## src/rtl/mf3_pkg.sv

```systemverilog
package mf3_pkg;

   localparam int PIXEL_BITS    = 8;
   localparam int MAX_WIDTH     = 1024;
   localparam int MAX_HEIGHT    = 1024;
   localparam int COL_BITS      = $clog2(MAX_WIDTH);
   localparam int ROW_BITS      = 11;
   localparam int OUT_ROW_BITS  = 10;
   localparam int DIM_BITS      = 11;
   localparam int COUNT_BITS    = 21;
   localparam int WINDOW_TAPS   = 9;
   localparam int CSR_ADDR_BITS = 4;
   localparam int CSR_DATA_BITS = 32;

   localparam logic [DIM_BITS-1:0]   WIDTH_RESET  = DIM_BITS'(1024);
   localparam logic [DIM_BITS-1:0]   HEIGHT_RESET = DIM_BITS'(1024);
   localparam logic [PIXEL_BITS-1:0] DARK_RESET   = PIXEL_BITS'(50);
   localparam logic [PIXEL_BITS-1:0] BRIGHT_RESET = PIXEL_BITS'(200);

   typedef logic [PIXEL_BITS-1:0] pixel_type;
   typedef pixel_type [WINDOW_TAPS-1:0] window_type;

   typedef enum logic [1:0] {
      CLASS_DARK   = 2'd0,
      CLASS_BRIGHT = 2'd1,
      CLASS_NORMAL = 2'd2
   } class_type;

   typedef enum logic [1:0] {
      CSR_FRAME_WIDTH  = 2'd0,
      CSR_FRAME_HEIGHT = 2'd1,
      CSR_DARK_LIMIT   = 2'd2,
      CSR_BRIGHT_LIMIT = 2'd3
   } csr_index_type;

   typedef struct packed {
      pixel_type upper;
      pixel_type lower;
   } line_pair_type;

   typedef struct packed {
      logic                rd_en;
      logic [COL_BITS-1:0] rd_addr;
      logic                wr_en;
      logic [COL_BITS-1:0] wr_addr;
      line_pair_type       wr_data;
   } lsr_req_type;

   typedef struct packed {
      logic                    produce;
      logic                    done;
      logic [COL_BITS-1:0]     cc;
      logic [OUT_ROW_BITS-1:0] cr;
      logic                    top_ok;
      logic                    bot_ok;
      logic                    left_ok;
      logic                    right_ok;
   } pos_meta_type;

   typedef struct packed {
      class_type               cls;
      logic [COL_BITS-1:0]     cc;
      logic [OUT_ROW_BITS-1:0] cr;
      logic                    done;
      logic [COUNT_BITS-1:0]   dark;
      logic [COUNT_BITS-1:0]   bright;
      logic [COUNT_BITS-1:0]   normal;
   } rsp_meta_type;

endpackage

```

## src/rtl/mf3_median.sv

```systemverilog
module mf3_median
   import mf3_pkg::*;
(
   input  logic       clock,
   input  logic       ld_box,
   input  logic       ld_rows,
   input  logic       ld_med,
   input  window_type box_in,
   output pixel_type  median
);

   function automatic pixel_type min2(input pixel_type a, input pixel_type b);
      return (a < b) ? a : b;
   endfunction

   function automatic pixel_type max2(input pixel_type a, input pixel_type b);
      return (a > b) ? a : b;
   endfunction

   function automatic pixel_type med3(input pixel_type a, input pixel_type b,
                                      input pixel_type c);
      return max2(min2(a, b), min2(max2(a, b), c));
   endfunction

   window_type box_ff;
   window_type rows_ff;
   window_type rows_in;
   pixel_type  med_ff;
   pixel_type  med_in;
   pixel_type  lo_max;
   pixel_type  mid_med;
   pixel_type  hi_min;

   // each row sorted into low, middle, high
   always_comb begin
      for (int r = 0; r < 3; r++) begin
         rows_in[r*3]   = min2(min2(box_ff[r*3], box_ff[r*3+1]), box_ff[r*3+2]);
         rows_in[r*3+1] = med3(box_ff[r*3], box_ff[r*3+1], box_ff[r*3+2]);
         rows_in[r*3+2] = max2(max2(box_ff[r*3], box_ff[r*3+1]), box_ff[r*3+2]);
      end
   end

   // median of nine from the sorted rows
   always_comb begin
      lo_max  = max2(max2(rows_ff[0], rows_ff[3]), rows_ff[6]);
      mid_med = med3(rows_ff[1], rows_ff[4], rows_ff[7]);
      hi_min  = min2(min2(rows_ff[2], rows_ff[5]), rows_ff[8]);
      med_in  = med3(lo_max, mid_med, hi_min);
   end

   always_ff @(posedge clock) begin
      if (ld_box) begin
         box_ff <= box_in;
      end
      if (ld_rows) begin
         rows_ff <= rows_in;
      end
      if (ld_med) begin
         med_ff <= med_in;
      end
   end

   assign median = med_ff;

endmodule

```

## config.mk

```make
export PLATFORM = sky130hd
export DESIGN_NAME = mf3_median
export DESIGN_NICKNAME = d
export VERILOG_FILES = /design/src/rtl/mf3_pkg.sv /design/src/rtl/mf3_median.sv
export SDC_FILE = /design/constraint.sdc
export NUM_CORES = 1
export LEC_CHECK = 0
export ABC_AREA = 1
export CORE_MARGIN = 2
export CORE_UTILIZATION = 39
export CTS_CLUSTER_SIZE = 20
export DETAILED_ROUTE_END_ITERATION = 10
export DONT_BUFFER_PORTS = 1
export PLACE_DENSITY = 0.55
export SYNTH_ARGS = -nofsm -noshare
export SYNTH_HDL_FRONTEND = slang
export SYNTH_SLANG_ARGS = --single-unit
export TNS_END_PERCENT = 20
```

## constraint.sdc

```tcl
create_clock -name clock -period 10.2 [get_ports clock]
set_clock_uncertainty 0.05 [all_clocks]
set_input_delay 2.04 -clock clock [delete_from_list [all_inputs] [get_ports clock]]
set_output_delay 2.04 -clock clock [all_outputs]
set_load 0.01 [all_outputs]
```

==> key figures, run 1 <==
Outcome
  – Status: finished clean

Timing
  – Final setup fails: 0
  – Relative slew slack: around 17%
  – Final period utilization: about nine tenths
  – Achievable frequency: between 0.1 and 0.15 GHz
  – Max Slew Vio Count: 0
  – Hold Vio Cnt, Final: 0
  – RSZ-0062 raised after global routing: false
  – Worst Max-Slew Pin Slew: about 1.2 ns
  – Fin crit period: 9.18 ns
  – Setup TNS: 0 ns

Floorplan
  – Core ar.: roughly 28000 µm²
  – Die area: around 30000 µm²
  – Die X: 173 µm
  – Die Y: 173 µm
  – Initial core utilization: 39.9%
  – Row count: around 60
  – IO Pins: 84

Clock tree
  – CTS tree: built
  – Root buf cell: clkbuf_16
  – Post-CTS Setup Bufs: 0
  – Clock latency on the worst-skew pair: between 0.4 and 0.5 ns
  – Clock Path Buffers: 2
  – CTS H-tree depth: 4
  – CTS clk-pin slew, worst paths: 0.06 ns
  – Cts repair resizes: 0
  – CTS Buf Count: 17
  – CTS Hold Bufs: 0
  – Clock sink count: about 150

Logic synthesis
  – Adder-cell area share of the yosys netlist: a little under a fifth
  – Simple-gate share of the synthesized area: between 10% and 20%
  – Syn_area_per_cell: 8.39 µm²
  – #FFs+latches synth: about 150
  – Synth area leader: edfxtp_1
  – Post-synthesis mux area share: 0%
  – Post-Synthesis Cells: 1332
  – Post-synthesis sequential area ratio: 40.9%
  – Syn_nets: between 1500 and 2000
  – Largest family of logic cells by synthesized area: adder cells
  – Complex-gate fraction of the synthesized area: 16.1%
  – Mapped Area: ~11000 µm²
  – Post-Synth XOR/XNOR Area: 0%
  – Yosys Warn Count: 0
  – Cell variety after synth: 33
  – Largest cells by area after synthesis: edfxtp_1 (41%), ha_1 (18%), nand2_1 (11%), o21ai_0 (9.2%), inv_1 (6.1%)
  – Synth top area share: approximately two fifths

Critical path
  – Flop2flop setup slack: ~1.0 ns
  – RR Endpoint: median[0]
  – WS Path Type: register to register
  – Worst setup startpoint: rows_ff[15]
  – Crit. End Element: register
  – CP max stage delay: a little under 0.5 ns
  – Crit path top cell by count: nand2_1
  – Worst r2r src: rows_ff[15]
  – Critical path data arrival time: 9.43 ns
  – Crit Path Max Fanout: 18
  – Buf/Inv on CP: 2
  – Worst EP required: ~10 ns
  – CP Launch Type: register
  – Critical path's top delay family: compound AO/OA/AOI/OAI gates
  – Worst reg2reg path depth: between 40 and 50
  – Slowest CP cell: a211oi_2

Routing
  – Via Count: 8611
  – Wire per inst: around 15 µm
  – Post-route DRC: 0
  – DRT Wirelength: roughly 26000 µm
  – DRT Pass-1 Iters: 5
  – Detail Route Antenna Nets: 0
  – Initial DRC count: around 560
  – Vias per inst: around 5.0

Global route
  – First-pass GRT wire length: 41800 µm
  – Gr usage total: between 15 and 20%
  – Total congestion overflow: 0
  – Largest net degree at the start of global routing: 73
  – Number of global-route vias before repair: 8219
  – Antenna violations before repair: 0

Layout
  – Share of cells above drive strength 1: under 10%
  – Ant diodes: 0
  – Nets: around 1600
  – Synth-to-Final Area Change: 8.30%

Hold path
  – Hold path depth: 2
  – Hold path endpoint: rows_ff[50]
  – Hold WC Path Type: register to register
  – Hold_sp: box_ff[66]

Run
  – Max Cap Violations: 0

Placement
  – Post-detail-place hpwl: roughly 21000 µm
  – Buffers on Ports: 0
  – RePlAce Congestion: 0.858
[worst register-to-register path, delay by kind of cell, from the launching register on]
kind / cells / cell delay [ns]
AOI/OAI and AO/OA: 12 / 3.33
and+or+nand+nor: 25 / 2.89
adders and majority gates: 6 / 1.90
buffers and inverters: 2 / 0.50
DFF: 1 / 0.41
[final cells by class]
| type | count | area [µm²] |
|---|---|---|
| multi-input cells | 965 | 5810 |
| well taps | 378 | 473 |
| repair buffers | 2 | 15.0 |
| clock inverters | 10 | 108 |
| flip-flops and latches | 152 | 4560 |
| fillers | 2798 | 15900 |
| clock buffers | 18 | 429 |
| inverters | 188 | 706 |
[cells in the mapped netlist]
cell type and instances:
a211oi_1 9, a211oi_2 1, a21o_1 2, a21oi_1 86, a32oi_1 2, and2_1 1, buf_1 2, buf_2 1
clkbuf_1 24, clkinv_1 1, edfxtp_1 152, ha_1 165, inv_1 182, inv_2 5, nand2_1 327, nand2_2 17
nand2_4 9, nand3_1 40, nand3b_1 2, nand4_1 8, nor2_1 54, nor2_2 2, nor2b_1 1, nor4_1 1
o211ai_1 7, o21a_1 5, o21ai_0 206, o21ai_1 7, o21bai_1 2, o221ai_1 4, o31ai_1 5, o32ai_1 1
or2_2 1
[state kept, by name, summed over array words and instances (netlist names)]
register / cells
box_ff: 72
rows_ff: 72
median: 8
[routing by layer]
| layer | vias to the layer above | global-route usage [%] | routed length (µm) |
|---|---|---|---|
| met5 | - | 0 | 0 |
| met4 | 0 | 6.14 | 654 |
| met3 | 28 | 2.79 | 796 |
| met2 | 167 | 28.7 | 11600 |
| met1 | 3870 | 23.9 | 12700 |
| li1 | 4546 | - | - |
[per-stage QoR]
stage	area, µm²	utilization (%)	cells	hold WS [ns]	worst slack, ns
2_1_floorplan	11200	-	1332	0.546	1.58
3_3_place_gp	11600	41.3	1685	0.616	1.10
3_5_place_dp	11600	41.3	1685	0.630	0.856
4_1_cts	12100	43.2	1713	0.644	0.798
5_1_grt	12100	43.2	1713	0.692	0.0407
6_report	12100	43.2	1713	0.642	1.02
[logic make-up after synthesis]
kind of cell | Yosys count
adders and majority gates | 165
buffers and inverters | 215
and+or+nand+nor | 463
AOI/OAI and AO/OA | 337
DFF | 152
[how the worst max path moves through the flow]
stage                      endpoint  depth (start not counted)  slack [ns]
after floorplan           median[0]                         48        1.58
after global placement    median[0]                         46        1.10
after detailed placement  median[0]                         45        0.86
after CTS                 median[0]                         45        0.80
after global routing      median[0]                         46        0.04
final                     median[0]                         45        1.02
[placed cells by master, fill, tap and decap left out, drive strengths merged, types with 8 or more instances in the layout]
master  count
a211oi     10
nor2       56
nand3      40
clkbuf     18
ha        165
nand2     353
clkinv      8
a21oi      86
nand4       8
edfxtp    152
o21ai     213
inv       188
Power of run 1 is not shown: default switching activity piles up to over one toggle a cycle in this logic, so the estimate is an artifact.
==> run 2: changes to the inputs <==
--- a/config.mk
+++ b/config.mk
@@ -11,6 +11,7 @@
 export CTS_CLUSTER_SIZE = 20
 export DETAILED_ROUTE_END_ITERATION = 10
 export DONT_BUFFER_PORTS = 1
+export MAX_ROUTING_LAYER = met4
 export PLACE_DENSITY = 0.55
 export SYNTH_ARGS = -nofsm -noshare
 export SYNTH_HDL_FRONTEND = slang
==> run 2 against run 1 <==
Effect of this change:
- fmax rose by 0.62%
- final cell count rose by 0.12%
- cell area barely moved
- sequential cell count did not move
- via count rose by 0.70%
- critical path type unchanged
- critical endpoint unchanged
- highest routed layer unchanged
==> key figures, run 2 (synthesis gave the netlist of run 1 again) <==
Floorplan
  – Core ar.: 28000 µm² (unchanged)
  – Die Y: 173 µm (unchanged)
  – Initial core utilization: 39.9% (unchanged)
  – Row count: 61 (unchanged)
  – IO Pins: 84 (unchanged)
  – Die X: 173 µm (unchanged)
  – Die area: 30000 µm² (unchanged)

Timing
  – Achievable frequency: 0.110 GHz (was 0.109 GHz)
  – Final setup fails: 0 (unchanged)
  – Relative slew slack: 19.3% (was 17.5%)
  – RSZ-0062 raised after global routing: false (unchanged)
  – Hold Vio Cnt, Final: 0 (unchanged)
  – Fin crit period: 9.13 ns (was 9.18 ns)
  – Final hold slack: 0.629 ns (was 0.642 ns)
  – Max Slew Vio Count: 0 (unchanged)
  – Final period utilization: 89.5% (was 90.0%)
  – Worst Max-Slew Pin Slew: 1.21 ns (was 1.24 ns)
  – Setup TNS: 0 ns (unchanged)

Run
  – Max Cap Violations: 0 (unchanged)

Layout
  – Share of cells above drive strength 1: 4.64% (about the same)
  – Nets: 1567 (unchanged)
  – Synth-to-Final Area Change: 8.35% (was 8.30%)
  – Most common cell after layout, fill and taps aside: nand2_1 (unchanged)
  – Most frequent cells in the layout: nand2_1 (327), o21ai_0 (206), inv_1 (182) (unchanged)
  – Ant diodes: 0 (unchanged)
  – Area of the multi-input gates: 5810 µm² (unchanged)
  – Fillers: 2778 (was 2798)
  – Register area: 4560 µm² (unchanged)

Routing
  – Detail Route Antenna Nets: 0 (unchanged)
  – DRT Wirelength: 25600 µm (was 25700 µm)
  – Post-route DRC: 0 (unchanged)
  – Via Count: 8671 (was 8611)
  – DRT Pass-1 Iters: 6 (was 5)
  – Initial DRC count: 637 (was 557)
  – Wire per inst: 15.0 µm (about the same)
  – Vias per inst: 5.06 (was 5.03)

Hold path
  – Hold path depth: 2 (unchanged)
  – Hold_sp: box_ff[68] (was box_ff[66])
  – Hold WC Path Type: register to register (unchanged)
  – Hold path endpoint: rows_ff[52] (was rows_ff[50])

Clock tree
  – CTS Hold Bufs: 0 (unchanged)
  – CTS tree: built (unchanged)
  – Post-CTS Setup Bufs: 0 (unchanged)
  – CTS clk-pin slew, worst paths: 0.06 ns (about the same)
  – Clock Path Buffers: 2 (unchanged)
  – Clock sink count: 152 (unchanged)
  – Clock latency on the worst-skew pair: 0.43 ns (was 0.42 ns)
  – Root buf cell: clkbuf_16 (unchanged)
  – CTS Buf Count: 17 (unchanged)
  – CTS H-tree depth: 4 (unchanged)

Critical path
  – CP Launch Type: register (unchanged)
  – Worst EP required: 10.45 ns (about the same)
  – Critical path data arrival time: 9.38 ns (was 9.43 ns)
  – Slowest CP cell: a211oi_2 (unchanged)
  – Worst r2r src: rows_ff[39] (was rows_ff[15])
  – RR Endpoint: median[0] (unchanged)
  – WS Path Type: register to register (unchanged)
  – CP max stage delay: 0.53 ns (was 0.49 ns)
  – Crit. End Element: register (unchanged)
  – Worst reg2reg path depth: 46 (was 45)
  – Crit Path Max Fanout: 18 (unchanged)
  – Flop2flop setup slack: 1.07 ns (was 1.02 ns)
  – Crit path top cell by count: nand2_1 (unchanged)

Global route
  – First-pass GRT wire length: 42000 µm (was 41800 µm)
  – Total congestion overflow: 0 (unchanged)
  – Gr usage total: 18.2% (was 17.6%)
  – Largest net degree at the start of global routing: 73 (unchanged)
  – Antenna violations before repair: 0 (unchanged)
  – Number of global-route vias before repair: 8310 (was 8219)

Placement
  – Buffers on Ports: 0 (unchanged)
  – Post-detail-place hpwl: 20800 µm (about the same)
  – RePlAce Congestion: 0.870 (was 0.858)

Outcome
  – Status: finished clean (unchanged)
[run 2: critical path, delay by kind of cell (launching register included)]
kind            cells  cell delay, ns
compound gates     14            3.52
fa+ha+maj           6            1.86
flops               1            0.37
simple gates       23            2.65
buf+inv             3            0.54
[run 2: cell type report]
| cell class | count | share of cell area [%] |
|---|---|---|
| Multi-Input combinational cell | 965 | 48.0 |
| Sequential cell | 152 | 37.7 |
| Inverter | 188 | 5.83 |
| Tap cell | 378 | 3.91 |
| Clock buffer | 20 | 3.61 |
| Clock inverter | 10 | 0.878 |
| Timing Repair Buffer | 2 | 0.124 |
[run 2: worst max-delay path by stage]
stage,from,endpoint,slack (ns)
finish,rows_ff[39],median[0],1.07
global route,rows_ff[35],median[0],0.06
CTS,rows_ff[11],median[0],0.88
detailed placement,rows_ff[39],median[0],0.89
global placement,rows_ff[39],median[0],1.08
floorplan,rows_ff[15],median[0],1.58
[run 2: what timing repair did]
| item | 4_1_cts | 5_1_grt |
|---|---|---|
| gates resized for setup | 0 | 1 |
| endpoints found under the setup margin | 0 | 8 |
| endpoints found under the hold margin | 0 | 0 |
[run 2: routing by layer]
metal | track usage [%] | vias up | part of all wire (%)
met4 | 6.14 | 0 | 2.0
met1 | 23.7 | 3906 | 49
met2 | 29.3 | 184 | 46
li1 | - | 4552 | -
met3 | 2.41 | 29 | 3.5
met5 | - | - | 0
[run 2: per-stage QoR]
stage          area [µm²]  setup WS [ns]  utilization (%)  instances
2_1_floorplan       11200           1.58                -       1332
6_report            12100           1.07             43.2       1715
5_1_grt             12100         0.0597             43.2       1715
4_1_cts             12100          0.880             43.2       1715
3_5_place_dp        11600          0.893             41.3       1685
3_3_place_gp        11600           1.08             41.3       1685
Power of run 2 is left out for the same reason.
==> run 3: changes to the inputs <==
--- a/config.mk
+++ b/config.mk
@@ -5,7 +5,6 @@
 export SDC_FILE = /design/constraint.sdc
 export NUM_CORES = 1
 export LEC_CHECK = 0
-export ABC_AREA = 1
 export CORE_MARGIN = 2
 export CORE_UTILIZATION = 39
 export CTS_CLUSTER_SIZE = 20
==> run 3 against run 2 <==
Effect of this change:
- synthesized cell count fell by 15%
- clock-buffer cell count did not move
- area after synthesis increased by 1.8%
- die area rose by 1.8%
- cell area increased by 5.5%
- fmax down 6.1%
- first-iteration DRC count fell by 28%
- sequential cell count did not move
- register-to-register slack got worse by 0.59 ns
- non-clock buffer count is 32 higher
- critical path depth up 2
- critical path type unchanged
==> key figures, run 3 <==
Placement
  – Post-detail-place hpwl: 20100 µm (was 20800 µm)
  – Buffers on Ports: 0 (unchanged)
  – RePlAce Congestion: 0.860 (was 0.870)

Logic synthesis
  – Syn_area_per_cell: 10.1 µm² (was 8.39 µm²)
  – Syn_nets: 1369 (was 1573)
  – Top cells by count, synth: ha_1 (165), edfxtp_1 (152), inv_1 (132) (was nand2_1 (327), o21ai_0 (206), inv_1 (182))
  – #FFs+latches synth: 152 (unchanged)
  – Yosys Warn Count: 0 (unchanged)
  – Cell variety after synth: 56 (was 33)
  – Largest cells by area after synthesis: edfxtp_1 (40%), ha_1 (18%), mux2i_1 (6.5%), o21ai_0 (5.1%), inv_1 (4.4%) (was edfxtp_1 (41%), ha_1 (18%), nand2_1 (11%), o21ai_0 (9.2%), inv_1 (6.1%))
  – Ys flop type: edfxtp_1 (unchanged)
  – Async set or reset register ratio after synthesis: 0% (unchanged)
  – Mapped Area: 11400 µm² (was 11200 µm²)
  – Post-Synthesis Cells: 1128 (was 1332)
  – Cell with the most instances after synthesis: ha_1 (was nand2_1)
  – Synth area leader: edfxtp_1 (unchanged)
  – Synth top area share: 40.1% (was 40.9%)
  – Post-synthesis sequential area ratio: 40.1% (was 40.9%)
  – EDFF count, synth: 152 (unchanged)

Clock tree
  – CTS tree: built (unchanged)
  – CTS Hold Bufs: 0 (unchanged)
  – CTS clk-pin slew, worst paths: 0.07 ns (was 0.06 ns)
  – Clock sink count: 152 (unchanged)
  – Clock latency on the worst-skew pair: 0.44 ns (was 0.43 ns)
  – CTS Buf Count: 17 (unchanged)
  – CTS H-tree depth: 4 (unchanged)
  – Root buf cell: clkbuf_16 (unchanged)
  – Clock Path Buffers: 2 (unchanged)

Layout
  – Most frequent cells in the layout: ha_1 (164), edfxtp_1 (152), inv_1 (129) (was nand2_1 (327), o21ai_0 (206), inv_1 (182))
  – Synth-to-Final Area Change: 12.2% (was 8.35%)
  – Share of cells above drive strength 1: 11.3% (was 4.64%)
  – Nets: 1404 (was 1567)
  – Most common cell after layout, fill and taps aside: ha_1 (was nand2_1)
  – Ant diodes: 0 (unchanged)

Global route
  – Number of global-route vias before repair: 7694 (was 8310)
  – Total congestion overflow: 0 (unchanged)
  – First-pass GRT wire length: 40800 µm (was 42000 µm)
  – Largest net degree at the start of global routing: 73 (unchanged)
  – Antenna violations before repair: 0 (unchanged)
  – Gr usage total: 17.6% (was 18.2%)

Timing
  – Final period utilization: 95.3% (was 89.5%)
  – Achievable frequency: 0.103 GHz (was 0.110 GHz)
  – Worst Max-Slew Pin Slew: 1.08 ns (was 1.21 ns)
  – Final setup fails: 0 (unchanged)
  – Relative slew slack: 27.9% (was 19.3%)
  – Max Slew Vio Count: 0 (unchanged)
  – Hold Vio Cnt, Final: 0 (unchanged)
  – Setup TNS: 0 ns (unchanged)
  – Fin crit period: 9.72 ns (was 9.13 ns)
  – Final hold slack: 0.547 ns (was 0.629 ns)

Critical path
  – CP max stage delay: 0.41 ns (was 0.53 ns)
  – Critical path data arrival time: 9.87 ns (was 9.38 ns)
  – Worst r2r src: rows_ff[37] (was rows_ff[39])
  – Worst reg2reg path depth: 48 (was 46)
  – Slowest CP cell: edfxtp_1 (was a211oi_2)
  – Worst EP required: 10.35 ns (was 10.45 ns)
  – CP Launch Type: register (unchanged)
  – RR Endpoint: median[1] (was median[0])
  – WS Path Type: register to register (unchanged)
  – Crit Path Max Fanout: 7 (was 18)
  – Worst setup startpoint: rows_ff[37] (was rows_ff[39])
  – Crit path top cell by count: ha_1 (was nand2_1)
  – Flop2flop setup slack: 0.48 ns (was 1.07 ns)
  – Crit. End Element: register (unchanged)

Floorplan
  – Die Y: 175 µm (was 173 µm)
  – Initial core utilization: 39.6% (was 39.9%)
  – Core ar.: 28700 µm² (was 28000 µm²)
  – Row count: 62 (was 61)
  – IO Pins: 84 (unchanged)
  – Die X: 175 µm (was 173 µm)
  – Die area: 30600 µm² (was 30000 µm²)

Run
  – Max Cap Violations: 0 (unchanged)

Routing
  – Post-route DRC: 0 (unchanged)
  – DRT Pass-1 Iters: 5 (was 6)
  – Detail Route Antenna Nets: 0 (unchanged)
  – DRT Wirelength: 25800 µm (was 25600 µm)
  – Wire per inst: 16.5 µm (was 15.0 µm)
  – Via Count: 8166 (was 8671)
  – Initial DRC count: 458 (was 637)
  – Vias per inst: 5.23 (was 5.06)

Hold path
  – Hold path depth: 1 (was 2)
  – Hold_sp: box_ff[71] (was box_ff[68])
  – Hold WC Path Type: register to register (unchanged)
  – Hold path endpoint: rows_ff[55] (was rows_ff[52])

Outcome
  – Status: finished clean (unchanged)
[run 3: cell types whose count changed after synthesis, moves of 14 or more]
cell / delta
a21o_1: +27
a21oi_1: -18
inv_1: -50
mux2_2: +34
mux2i_1: +74
nand2_1: -222
nand2_2: -17
nand2b_1: +20
nand3_1: -27
nor2b_1: +14
o21a_1: +32
o21ai_0: -90
[run 3: final cells by class]
type	count	area [µm²]
tap	384	480
inverter	132	495
clock buffer	20	437
sequential	152	4560
fill	2714	15900
multi-input combinational	826	6380
timing repair buffer	34	263
clock inverter	12	149
[run 3: metrics by stage]
step | util, % | cells | setup slack, ns | area, µm²
2_1_floorplan | - | 1128 | 0.419 | 11400
3_3_place_gp | 41.4 | 1508 | 0.0615 | 11900
3_5_place_dp | 41.4 | 1508 | -0.132 | 11900
4_1_cts | 43.5 | 1540 | 0.0327 | 12500
5_1_grt | 44.5 | 1560 | -0.0656 | 12800
6_report | 44.5 | 1560 | 0.481 | 12800
[run 3: worst max path at each step]
stage | endpoint | slack [ns] | depth (start not counted)
2_1_floorplan | median[1] | 0.42 | 50
3_3_place_gp | median[1] | 0.06 | 48
3_5_place_dp | median[1] | -0.13 | 49
4_1_cts | median[1] | 0.03 | 48
5_1_grt | median[1] | -0.07 | 51
6_report | median[1] | 0.48 | 48
[run 3: cells by family (layout without fill, tap and decap cells)]
logic type,count (synthesis),after routing,share of synthesized area [%]
AOI/OAI and AO/OA,306,306,16.6
and+or+nand+nor,241,243,9.74
adders and majority gates,166,166,18.2
DFF,152,152,40.1
buffers and inverters,152,198,5.18
muxes,109,109,9.99
xor gates and xnor gates,2,2,0.154
[run 3: timing repair]
| action | CTS | global route |
|---|---|---|
| cloned | 0 | 3 |
| pin swaps | 0 | 17 |
| endpoints found under the setup margin | 1 | 8 |
| setup buffers | 0 | 17 |
| gates resized for setup | 1 | 45 |
[run 3: worst max-delay path: cells and delay by family, from the launching register on]
family	cells	cell delay, ns
buf+inv	4	0.49
fa+ha+maj	6	1.71
mux	4	0.91
flops	1	0.41
compound gates	24	4.63
simple gates	10	1.27
[run 3: routing by layer]
| layer | routed length (µm) | vias up | track usage (%) |
|---|---|---|---|
| li1 | - | 4210 | - |
| met2 | 11800 | 151 | 27.4 |
| met5 | 0 | - | - |
| met4 | 531 | 0 | 5.59 |
| met3 | 825 | 29 | 2.81 |
| met1 | 12600 | 3776 | 23.7 |
Power of run 3 is left out for the same reason.
